## src/hdl/modular_exponent_and_divide_core_defines.svh

```systemverilog
// Assertion macros shared by the modular exponent and divide core.
// Included by the modules that carry assertions; no other dependencies.
`ifndef MODULAR_EXPONENT_AND_DIVIDE_CORE_DEFINES_SVH
`define MODULAR_EXPONENT_AND_DIVIDE_CORE_DEFINES_SVH
`ifndef SYNTHESIS
`define MEDC_ASSERT_SAME(lbl, clk, rstn, ante, cons) \
    lbl: assert property (@(posedge clk) disable iff (!rstn) (ante) |-> (cons)) \
        else $error("assertion failed in same cycle check");
`define MEDC_ASSERT_NEXT(lbl, clk, rstn, ante, cons) \
    lbl: assert property (@(posedge clk) disable iff (!rstn) (ante) |=> (cons)) \
        else $error("assertion failed in next cycle check");
`else
`define MEDC_ASSERT_SAME(lbl, clk, rstn, ante, cons)
`define MEDC_ASSERT_NEXT(lbl, clk, rstn, ante, cons)
`endif
`endif

```

## src/hdl/medc_pkg.sv

```systemverilog
// Shared types, constants and the microcode table of the modular exponent core.
// No dependencies; imported by the sequencer, the datapath and the top level.
`timescale 1ns / 1ps

package medc_pkg;

    localparam int unsigned DATA_W = 30;
    localparam int unsigned STEP_W = 5;

    localparam logic [DATA_W-1:0] MOD_P     = 30'd1000000007;
    localparam logic [DATA_W-1:0] EXP_INV   = 30'd1000000005;
    localparam logic [31:0]       MOD_P_X2  = 32'd2000000014;
    // floor(2^60 / p), the Barrett constant for 60-bit products.
    localparam logic [30:0]       BARRETT_M = 31'd1152921496;

    typedef logic [STEP_W-1:0] t_step;

    localparam t_step STEP_IDLE     = 5'd0;
    localparam t_step STEP_TEST     = 5'd1;
    localparam t_step STEP_BIT      = 5'd2;
    localparam t_step STEP_MUL      = 5'd3;
    localparam t_step STEP_MUL_QM   = 5'd4;
    localparam t_step STEP_MUL_QP   = 5'd5;
    localparam t_step STEP_MUL_FIX  = 5'd6;
    localparam t_step STEP_SQR      = 5'd7;
    localparam t_step STEP_SQR_QM   = 5'd8;
    localparam t_step STEP_SQR_QP   = 5'd9;
    localparam t_step STEP_SQR_FIX  = 5'd10;
    localparam t_step STEP_FIN      = 5'd11;
    localparam t_step STEP_DIV      = 5'd12;
    localparam t_step STEP_DIV_QM   = 5'd13;
    localparam t_step STEP_DIV_QP   = 5'd14;
    localparam t_step STEP_DIV_FIX  = 5'd15;
    localparam t_step STEP_DONE     = 5'd16;

    typedef enum logic [2:0] {
        COND_NEVER    = 3'd0,
        COND_ALWAYS   = 3'd1,
        COND_NO_START = 3'd2,
        COND_EXP_ZERO = 3'd3,
        COND_EXP_EVEN = 3'd4,
        COND_NOT_DIV  = 3'd5
    } t_cond;

    typedef enum logic [2:0] {
        MOP_NONE   = 3'd0,
        MOP_ACC_SQ = 3'd1,
        MOP_SQ_SQ  = 3'd2,
        MOP_A_ACC  = 3'd3,
        MOP_QM     = 3'd4,
        MOP_QP     = 3'd5
    } t_mop;

    typedef enum logic [1:0] {
        DST_NONE = 2'd0,
        DST_ACC  = 2'd1,
        DST_SQ   = 2'd2
    } t_dst;

    typedef struct packed {
        t_cond cond;
        t_step target;
        t_mop  mop;
        t_dst  dst;
        logic  shift;
        logic  load;
        logic  done;
    } t_uword;

    typedef struct packed {
        logic load;
        t_mop mop;
        t_dst dst;
        logic shift;
        logic done;
    } t_ctl;

    typedef struct packed {
        logic exp_zero;
        logic exp_even;
        logic is_div;
    } t_stat;

    // Each modular multiply takes four words: product, Barrett estimate,
    // quotient times p, then subtract and correct into the destination.
    function automatic t_uword ucode(input t_step addr);
        t_uword uw;
        uw = '{cond: COND_NEVER, target: STEP_IDLE, mop: MOP_NONE, dst: DST_NONE,
               shift: 1'b0, load: 1'b0, done: 1'b0};
        case (addr)
            STEP_IDLE: begin
                uw.cond   = COND_NO_START;
                uw.target = STEP_IDLE;
                uw.load   = 1'b1;
            end
            STEP_TEST: begin
                uw.cond   = COND_EXP_ZERO;
                uw.target = STEP_FIN;
            end
            STEP_BIT: begin
                uw.cond   = COND_EXP_EVEN;
                uw.target = STEP_SQR;
            end
            STEP_MUL:     uw.mop = MOP_ACC_SQ;
            STEP_MUL_QM:  uw.mop = MOP_QM;
            STEP_MUL_QP:  uw.mop = MOP_QP;
            STEP_MUL_FIX: uw.dst = DST_ACC;
            STEP_SQR:     uw.mop = MOP_SQ_SQ;
            STEP_SQR_QM:  uw.mop = MOP_QM;
            STEP_SQR_QP:  uw.mop = MOP_QP;
            STEP_SQR_FIX: begin
                uw.dst    = DST_SQ;
                uw.shift  = 1'b1;
                uw.cond   = COND_ALWAYS;
                uw.target = STEP_TEST;
            end
            STEP_FIN: begin
                uw.cond   = COND_NOT_DIV;
                uw.target = STEP_DONE;
            end
            STEP_DIV:     uw.mop = MOP_A_ACC;
            STEP_DIV_QM:  uw.mop = MOP_QM;
            STEP_DIV_QP:  uw.mop = MOP_QP;
            STEP_DIV_FIX: uw.dst = DST_ACC;
            STEP_DONE: begin
                uw.done   = 1'b1;
                uw.cond   = COND_ALWAYS;
                uw.target = STEP_IDLE;
            end
            default: begin
                uw.cond   = COND_ALWAYS;
                uw.target = STEP_IDLE;
            end
        endcase
        return uw;
    endfunction

endpackage

```

## src/hdl/medc_seq.sv

```systemverilog
// Microcode sequencer: step counter, control store lookup and jump logic.
// Depends on medc_pkg and the assertion macro header.
`timescale 1ns / 1ps
`include "modular_exponent_and_divide_core_defines.svh"

module medc_seq import medc_pkg::*; (
    input  logic  i_clk,
    input  logic  i_rst_n,
    input  logic  start,
    input  t_stat i_stat,
    output t_ctl  o_ctl,
    output logic  busy
);

    t_step  r_pc;
    t_step  n_pc;
    t_uword uw;
    logic   take;

    assign uw = ucode(r_pc);

    always_comb begin
        case (uw.cond)
            COND_NEVER:    take = 1'b0;
            COND_ALWAYS:   take = 1'b1;
            COND_NO_START: take = !start;
            COND_EXP_ZERO: take = i_stat.exp_zero;
            COND_EXP_EVEN: take = i_stat.exp_even;
            COND_NOT_DIV:  take = !i_stat.is_div;
            default:       take = 1'b0;
        endcase
        n_pc = take ? uw.target : r_pc + t_step'(1);
    end

    always_ff @(posedge i_clk) begin
        if (!i_rst_n) begin
            r_pc <= STEP_IDLE;
        end else begin
            r_pc <= n_pc;
        end
    end

    assign busy        = (r_pc != STEP_IDLE);
    assign o_ctl.load  = uw.load & start;
    assign o_ctl.mop   = uw.mop;
    assign o_ctl.dst   = uw.dst;
    assign o_ctl.shift = uw.shift;
    assign o_ctl.done  = uw.done;

    `MEDC_ASSERT_NEXT(a_accept_enters_test, i_clk, i_rst_n, start && !busy, r_pc == STEP_TEST)
    `MEDC_ASSERT_NEXT(a_done_returns_idle, i_clk, i_rst_n, o_ctl.done, r_pc == STEP_IDLE)
    `MEDC_ASSERT_SAME(a_pc_in_program, i_clk, i_rst_n, 1'b1, r_pc <= STEP_DONE)

endmodule

```

## src/hdl/medc_dp.sv

```systemverilog
// Datapath: operand registers, one shared 31x31 multiplier and Barrett correction.
// Depends on medc_pkg and the assertion macro header; driven by medc_seq.
`timescale 1ns / 1ps
`include "modular_exponent_and_divide_core_defines.svh"

module medc_dp import medc_pkg::*; (
    input  logic              i_clk,
    input  logic              i_rst_n,
    input  t_ctl              i_ctl,
    input  logic              i_req_type,
    input  logic [DATA_W-1:0] i_operand_a,
    input  logic [DATA_W-1:0] i_operand_b,
    output t_stat             o_stat,
    output logic              o_result_valid,
    output logic [DATA_W-1:0] o_result_value
);

    logic [DATA_W-1:0] r_acc;
    logic [DATA_W-1:0] r_sq;
    logic [DATA_W-1:0] r_exp;
    logic [DATA_W-1:0] r_a;
    logic              r_div;
    logic [61:0]       r_prod;
    logic [31:0]       r_x;
    logic              r_out_valid;
    logic [DATA_W-1:0] r_out;

    logic [30:0]       mul_a;
    logic [30:0]       mul_b;
    logic [31:0]       diff;
    logic [31:0]       fixed;
    logic [DATA_W-1:0] n_res;
    logic [DATA_W-1:0] load_src;
    logic [DATA_W-1:0] load_red;

    always_comb begin
        case (i_ctl.mop)
            MOP_ACC_SQ: begin
                mul_a = {1'b0, r_acc};
                mul_b = {1'b0, r_sq};
            end
            MOP_SQ_SQ: begin
                mul_a = {1'b0, r_sq};
                mul_b = {1'b0, r_sq};
            end
            MOP_A_ACC: begin
                mul_a = {1'b0, r_a};
                mul_b = {1'b0, r_acc};
            end
            MOP_QM: begin
                mul_a = r_prod[59:29];
                mul_b = BARRETT_M;
            end
            MOP_QP: begin
                mul_a = r_prod[61:31];
                mul_b = {1'b0, MOD_P};
            end
            default: begin
                mul_a = '0;
                mul_b = '0;
            end
        endcase
    end

    // The Barrett estimate leaves x - q*p below 3p, which fits in 32 bits.
    always_comb begin
        diff = r_x - r_prod[31:0];
        if (diff >= MOD_P_X2) begin
            fixed = diff - MOD_P_X2;
        end else if (diff >= {2'b00, MOD_P}) begin
            fixed = diff - {2'b00, MOD_P};
        end else begin
            fixed = diff;
        end
        n_res = fixed[DATA_W-1:0];
    end

    // A 30-bit operand is below 2p, so one subtraction reduces it.
    always_comb begin
        load_src = i_req_type ? i_operand_b : i_operand_a;
        load_red = (load_src >= MOD_P) ? load_src - MOD_P : load_src;
    end

    always_ff @(posedge i_clk) begin
        r_prod <= {31'd0, mul_a} * {31'd0, mul_b};
        if (i_ctl.mop == MOP_QM) begin
            r_x <= r_prod[31:0];
        end
        if (i_ctl.load) begin
            r_a   <= i_operand_a;
            r_acc <= DATA_W'(1);
            r_sq  <= load_red;
            r_exp <= i_req_type ? EXP_INV : i_operand_b;
            r_div <= i_req_type;
        end else begin
            if (i_ctl.dst == DST_ACC) begin
                r_acc <= n_res;
            end
            if (i_ctl.dst == DST_SQ) begin
                r_sq <= n_res;
            end
            if (i_ctl.shift) begin
                r_exp <= r_exp >> 1;
            end
        end
        if (i_ctl.done) begin
            r_out <= r_acc;
        end
    end

    always_ff @(posedge i_clk) begin
        if (!i_rst_n) begin
            r_out_valid <= 1'b0;
        end else begin
            r_out_valid <= i_ctl.done;
        end
    end

    assign o_stat.exp_zero = (r_exp == '0);
    assign o_stat.exp_even = !r_exp[0];
    assign o_stat.is_div   = r_div;
    assign o_result_valid  = r_out_valid;
    assign o_result_value  = r_out;

    `MEDC_ASSERT_NEXT(a_acc_reduced, i_clk, i_rst_n, i_ctl.dst == DST_ACC && !i_ctl.load, r_acc < MOD_P)
    `MEDC_ASSERT_NEXT(a_sq_reduced, i_clk, i_rst_n, i_ctl.load || i_ctl.dst == DST_SQ, r_sq < MOD_P)

endmodule

```

## src/hdl/modular_exponent_and_divide_core.sv

```systemverilog
// Top level of the modular exponent and divide core (modulus 1000000007).
// Depends on medc_pkg, medc_seq and medc_dp.
`timescale 1ns / 1ps
//
// Usage: present a request word on i_req_type, i_operand_a and i_operand_b and
// raise start. The word is taken at a clock edge where start is high and busy
// is low. Request type 0 returns operand_a ^ operand_b mod p; type 1 returns
// operand_a / operand_b mod p through the Fermat inverse (a zero divisor
// gives 0). The result word appears on o_result_value for exactly one cycle
// with o_result_valid high; there is no backpressure and the receiver must
// take it then.
// Operation: a microcode sequencer drives one shared 31x31 multiplier. Every
// modular multiply runs through product, Barrett estimate, quotient times p,
// then subtract and correct. Each exponent bit takes a test step, a bit step
// and a squaring, plus a multiply when the bit is set; the loop ends once no
// exponent bits remain. A divide adds one multiply by operand_a after the
// inverse. busy stays high from the accepting edge until the result word is
// issued, so one request is worked at a time.
// Reset returns the sequencer to idle and drops the result strobe.

module modular_exponent_and_divide_core import medc_pkg::*; (
    input  logic              i_clk,
    input  logic              i_rst_n,
    input  logic              start,
    output logic              busy,
    input  logic              i_req_type,
    input  logic [DATA_W-1:0] i_operand_a,
    input  logic [DATA_W-1:0] i_operand_b,
    output logic              o_result_valid,
    output logic [DATA_W-1:0] o_result_value
);

    t_ctl  ctl;
    t_stat stat;

    medc_seq u_seq (
        .i_clk   (i_clk),
        .i_rst_n (i_rst_n),
        .start   (start),
        .i_stat  (stat),
        .o_ctl   (ctl),
        .busy    (busy)
    );

    medc_dp u_dp (
        .i_clk          (i_clk),
        .i_rst_n        (i_rst_n),
        .i_ctl          (ctl),
        .i_req_type     (i_req_type),
        .i_operand_a    (i_operand_a),
        .i_operand_b    (i_operand_b),
        .o_stat         (stat),
        .o_result_valid (o_result_valid),
        .o_result_value (o_result_value)
    );

endmodule
```

## config.mk

```make
export PLATFORM = sky130hd
export DESIGN_NAME = modular_exponent_and_divide_core
export DESIGN_NICKNAME = d
export VERILOG_FILES = /design/src/hdl/medc_pkg.sv /design/src/hdl/medc_seq.sv /design/src/hdl/medc_dp.sv /design/src/hdl/modular_exponent_and_divide_core.sv
export VERILOG_INCLUDE_DIRS = /design/src /design/src/hdl
export SDC_FILE = /design/constraint.sdc
export NUM_CORES = 2
export LEC_CHECK = 0
export BUFFER_PORTS_ARGS = -buffer_cell sky130_fd_sc_hd__buf_4
export CAP_MARGIN = 10
export CORE_MARGIN = 4
export CORE_UTILIZATION = 65
export CTS_CLUSTER_DIAMETER = 40
export DETAILED_ROUTE_END_ITERATION = 6
export GPL_TIMING_DRIVEN = 0
export PLACE_DENSITY = 0.82
export SKIP_LAST_GASP = 1
export SLEW_MARGIN = 20
export SYNTH_ARGS = -nofsm -noshare
export SYNTH_HDL_FRONTEND = slang
export SYNTH_SLANG_ARGS = --single-unit
```

## constraint.sdc

```tcl
create_clock -name i_clk -period 33.2 [get_ports i_clk]
set_clock_uncertainty 0.15 [all_clocks]
set_input_delay 4.98 -clock i_clk [delete_from_list [all_inputs] [get_ports i_clk]]
set_output_delay 4.98 -clock i_clk [all_outputs]
set_load 0.01 [all_outputs]
```

==> metrics.yaml <==
status: "finished, violations left"
failed_checks: "design-rule violations"
ys_types: 100
setup_viol: 0
drt_wl_total_um: 170000
crit_type: "reg2reg"
ir_worst_vdd_mv: 0.0834
num_rows: 95
path_max_fanout: 10
period_share_pct: 46.0
synth_top_family_by_area: "adder cells"
synth_ff_type: "edfxtp_1"
netlist_area_mm2: 0.0442
fp.dieArea_mm2: 0.0722
yosysWarnings: 0
die_w_um: 269
cp_common_cell: "fa_1"
antenna_found_initial: 7
area_growth_pct: 8.02
hp-class: "reg2reg"
coreArea_mm2: 0.0673
pin_count: 96
ant_nets: 0
cts_tree: "built"
power.density_mw_per_mm2: 69.2
reg2reg_from: "u_seq.r_pc[0]$_SDFF_PN0_"
cts_root_buf: "clkbuf_16"
overflow: 0
min_from: "u_dp.r_prod[4]$_DFF_P_"
critical_path_required_ns: 33.50
drt_pass1_iterations: 7
drive_above_1_share_pct: 5.83
synthMuxAreaShare_pct: 0.809
end_kind: "register"
hpwlAfterDp_um: 139000
route.detailed.drc: 28
finish.utilization_pct: 71.0
port_buffers: 95
p_leak_uw: 0.0222
ctsHoldBuffers: 0
gp_congestion: 1.09
max_freq_ghz: 0.0655
fin_crit_ns: 15.27
grt_pass1_vias: 39800
hold_end: "u_dp.r_x[4]$_DFFE_PN_"
fillers: 5129
htreeDepth: 2
max_stage_delay_ns: 0.86
maxCapViolCount: 0
insertion_delay_ns: 0.58
via_per_inst: 6.49
synth-edff-count: 153
rrSetupSlack_ns: 17.93
die_h_um: 269
multiInputGateArea_mm2: 0.0334
cp-start-kind: "register"
start_util_pct: 65.7
rr_worst_depth: 40
yosysSeqAreaShare_pct: 14.8
grt_max_degree: 32
async_flop_share_pct: 0
synth-seq-cells: 251
final_nets: 6297
worst_slew_pin_slew_ns: 1.36
wl_per_cell_um: 28.3
slowest_stage: "clkbuf_1"
rsz0062_at_grt: "no"
synth_xor_area_share_pct: 2.59
cts-resized-gates: 0
synthAdderAreaFrac_pct: 46.3
hold_violations: 0
grt_usage_pct: 48.0
cts.sinks: 251
synth_compound_area_share_pct: 9.85
cts_buffer_depth: 3
synthSimpleGateAreaFrac_pct: 15.5
r2r_end: "u_dp.r_prod[60]$_DFF_P_"
postCtsSetupBuffers: 0
drv_slew: 0
slew-limit-headroom_pct: 8.76
synthCells: 4938
hold_depth: 0
vias: 39000
arrival_ns: 15.57
seq_area_mm2: 0.00656
syn_area_per_cell_um2: 8.95
setup_tns_ns: 0
cts.clk_slew.worst_paths_ns: 0.07
cts_buffers: 37
drtIter0Drc: 5028
grt_pass1_wl_um: 251000
cells in the mapped netlist, types with 7 or more instances:
| library cell | instances | area (um2) |
|---|---|---|
| clkbuf_1 | 206 | 773 |
| and4_1 | 23 | 201 |
| buf_2 | 20 | 100 |
| xnor2_1 | 90 | 788 |
| ha_1 | 295 | 3690 |
| nor4_1 | 16 | 100 |
| xor2_1 | 35 | 307 |
| nand3_1 | 48 | 240 |
| fa_1 | 838 | 16800 |
| or3_1 | 10 | 62.6 |
| o21a_1 | 26 | 195 |
| mux2i_1 | 29 | 290 |
| a211oi_1 | 22 | 165 |
| inv_1 | 908 | 3410 |
| a221oi_1 | 24 | 210 |
| nand3b_1 | 22 | 165 |
| nand2_1 | 734 | 2760 |
| o21ai_0 | 121 | 606 |
| and2_1 | 31 | 194 |
| a211o_1 | 7 | 61.3 |
| a21o_1 | 52 | 390 |
| o211a_1 | 9 | 90.1 |
| nor2_1 | 520 | 1950 |
| dfxtp_1 | 98 | 1960 |
| o21ai_1 | 19 | 95.1 |
| a31oi_1 | 15 | 93.8 |
| or2_2 | 10 | 62.6 |
| a22oi_1 | 25 | 188 |
| o31ai_1 | 8 | 60.1 |
| nor2b_1 | 17 | 106 |
| a221o_1 | 24 | 240 |
| a31o_2 | 7 | 61.3 |
| and3_1 | 38 | 238 |
| edfxtp_1 | 153 | 4590 |
| o211ai_1 | 19 | 143 |
| nand2b_1 | 20 | 125 |
| o22ai_1 | 9 | 56.3 |
| a21oi_1 | 147 | 736 |
| buf_1 | 24 | 90.1 |
| nor3_1 | 46 | 230 |
| nand4_1 | 35 | 219 |
| o21bai_1 | 8 | 60.1 |
metrics by stage:
| stage | total power [uW] | worst slack [ns] | instance area (um2) | hold slack, ns | instances |
|---|---|---|---|---|---|
| floorplan | 1870 | 22.54 | 44200 | 0.258 | 4942 |
| global placement | 2680 | 17.38 | 46000 | 0.266 | 5910 |
| detailed placement | 2740 | 18.68 | 46400 | 0.271 | 5932 |
| CTS | 3160 | 18.52 | 47700 | 0.284 | 6000 |
| global route | 3410 | 17.83 | 47700 | 0.295 | 6002 |
| finish | 3310 | 17.93 | 47800 | 0.284 | 6011 |
final cells by class:
| cell class | count | share of cell area [%] |
|---|---|---|
| sequential | 251 | 13.7 |
| inverter | 909 | 7.15 |
| antenna | 9 | 0.0472 |
| buffer | 258 | 2.18 |
| timing repair buffer | 119 | 2.01 |
| tap | 873 | 2.29 |
| clock buffer | 47 | 2.17 |
| clock inverter | 21 | 0.485 |
| multi-input combinational | 3524 | 69.9 |
layer usage:
layer	global-route usage (%)	part of all wire, %	vias up
li1	-	-	15900
met4	32.8	9.5	10
met1	60.2	35	18900
met2	69.9	41	3195
met5	0	0.044	-
met3	17.7	14	926
worst max path at each step:
stage	start	endpoint	cells after the start
after floorplan	u_seq.r_pc[0]$_SDFF_PN0_	u_dp.r_prod[60]$_DFF_P_	39
after global placement	u_seq.r_pc[0]$_SDFF_PN0_	u_dp.r_prod[60]$_DFF_P_	38
after detailed placement	u_seq.r_pc[0]$_SDFF_PN0_	u_dp.r_prod[60]$_DFF_P_	40
after CTS	u_seq.r_pc[0]$_SDFF_PN0_	u_dp.r_prod[60]$_DFF_P_	40
after global routing	u_seq.r_pc[0]$_SDFF_PN0_	u_dp.r_prod[60]$_DFF_P_	40
final	u_seq.r_pc[0]$_SDFF_PN0_	u_dp.r_prod[60]$_DFF_P_	40
cells by family after synthesis:
kind of cell,count (synthesis)
compound gates,629
other cells,2
xor+xnor,128
mux,35
flops,251
buf+inv,1167
simple gates,1593
fa+ha+maj,1133
state kept, by name, indices dropped and copies added (netlist names):
register	cells
u_dp.r_sq	30
u_dp.r_div	1
u_dp.r_a	30
u_seq.r_pc	5
u_dp.o_result_valid	1
u_dp.o_result_value	30
u_dp.r_acc	30
u_dp.r_exp	30
u_dp.r_x	32
u_dp.r_prod	62
report_power, final:
| group | internal [uW] | total [uW] | switching (uW) |
|---|---|---|---|
| sequential | 481 | 577 | 95.5 |
| clock | 231 | 403 | 173 |
| combinational | 657 | 2330 | 1670 |
critical path, delay by kind of cell (launching register included):
family | cells | cell delay [ns]
flip-flops | 1 | 0.34
AO/OA/AOI/OAI | 12 | 4.23
adder cells (fa/ha/maj) | 10 | 4.66
buffers and inverters | 11 | 3.90
XOR/XNOR | 1 | 0.15
AND/OR/NAND/NOR | 6 | 1.64
cells in the final DEF (no fill, tap or decap), types with 14 or more instances in the layout:
cell type	synthesis	layout
o21a_1	26	26
clkbuf_1	206	208
nor2b_1	17	17
mux2i_1	29	29
a221o_1	24	24
a211oi_1	22	22
and3_1	38	37
buf_4	3	108
a31oi_1	15	15
a221oi_1	24	16
nand3b_1	22	22
nor2_1	520	520
o211ai_1	19	19
o21ai_1	19	17
and4_1	23	23
a22oi_1	25	22
edfxtp_1	153	153
and2_1	31	31
clkbuf_16	0	40
o21ai_0	121	119
nand2b_1	20	20
buf_1	24	23
xnor2_1	90	89
nor4_1	16	14
fa_1	838	838
buf_2	20	25
inv_1	908	908
a21o_1	52	52
nand2_1	734	733
xor2_1	35	33
nand3_1	48	48
dfxtp_1	98	98
nor3_1	46	46
a21oi_1	147	147
nand4_1	35	35
ha_1	295	295
No activity file was read; power rests on OpenSTA's default activity.
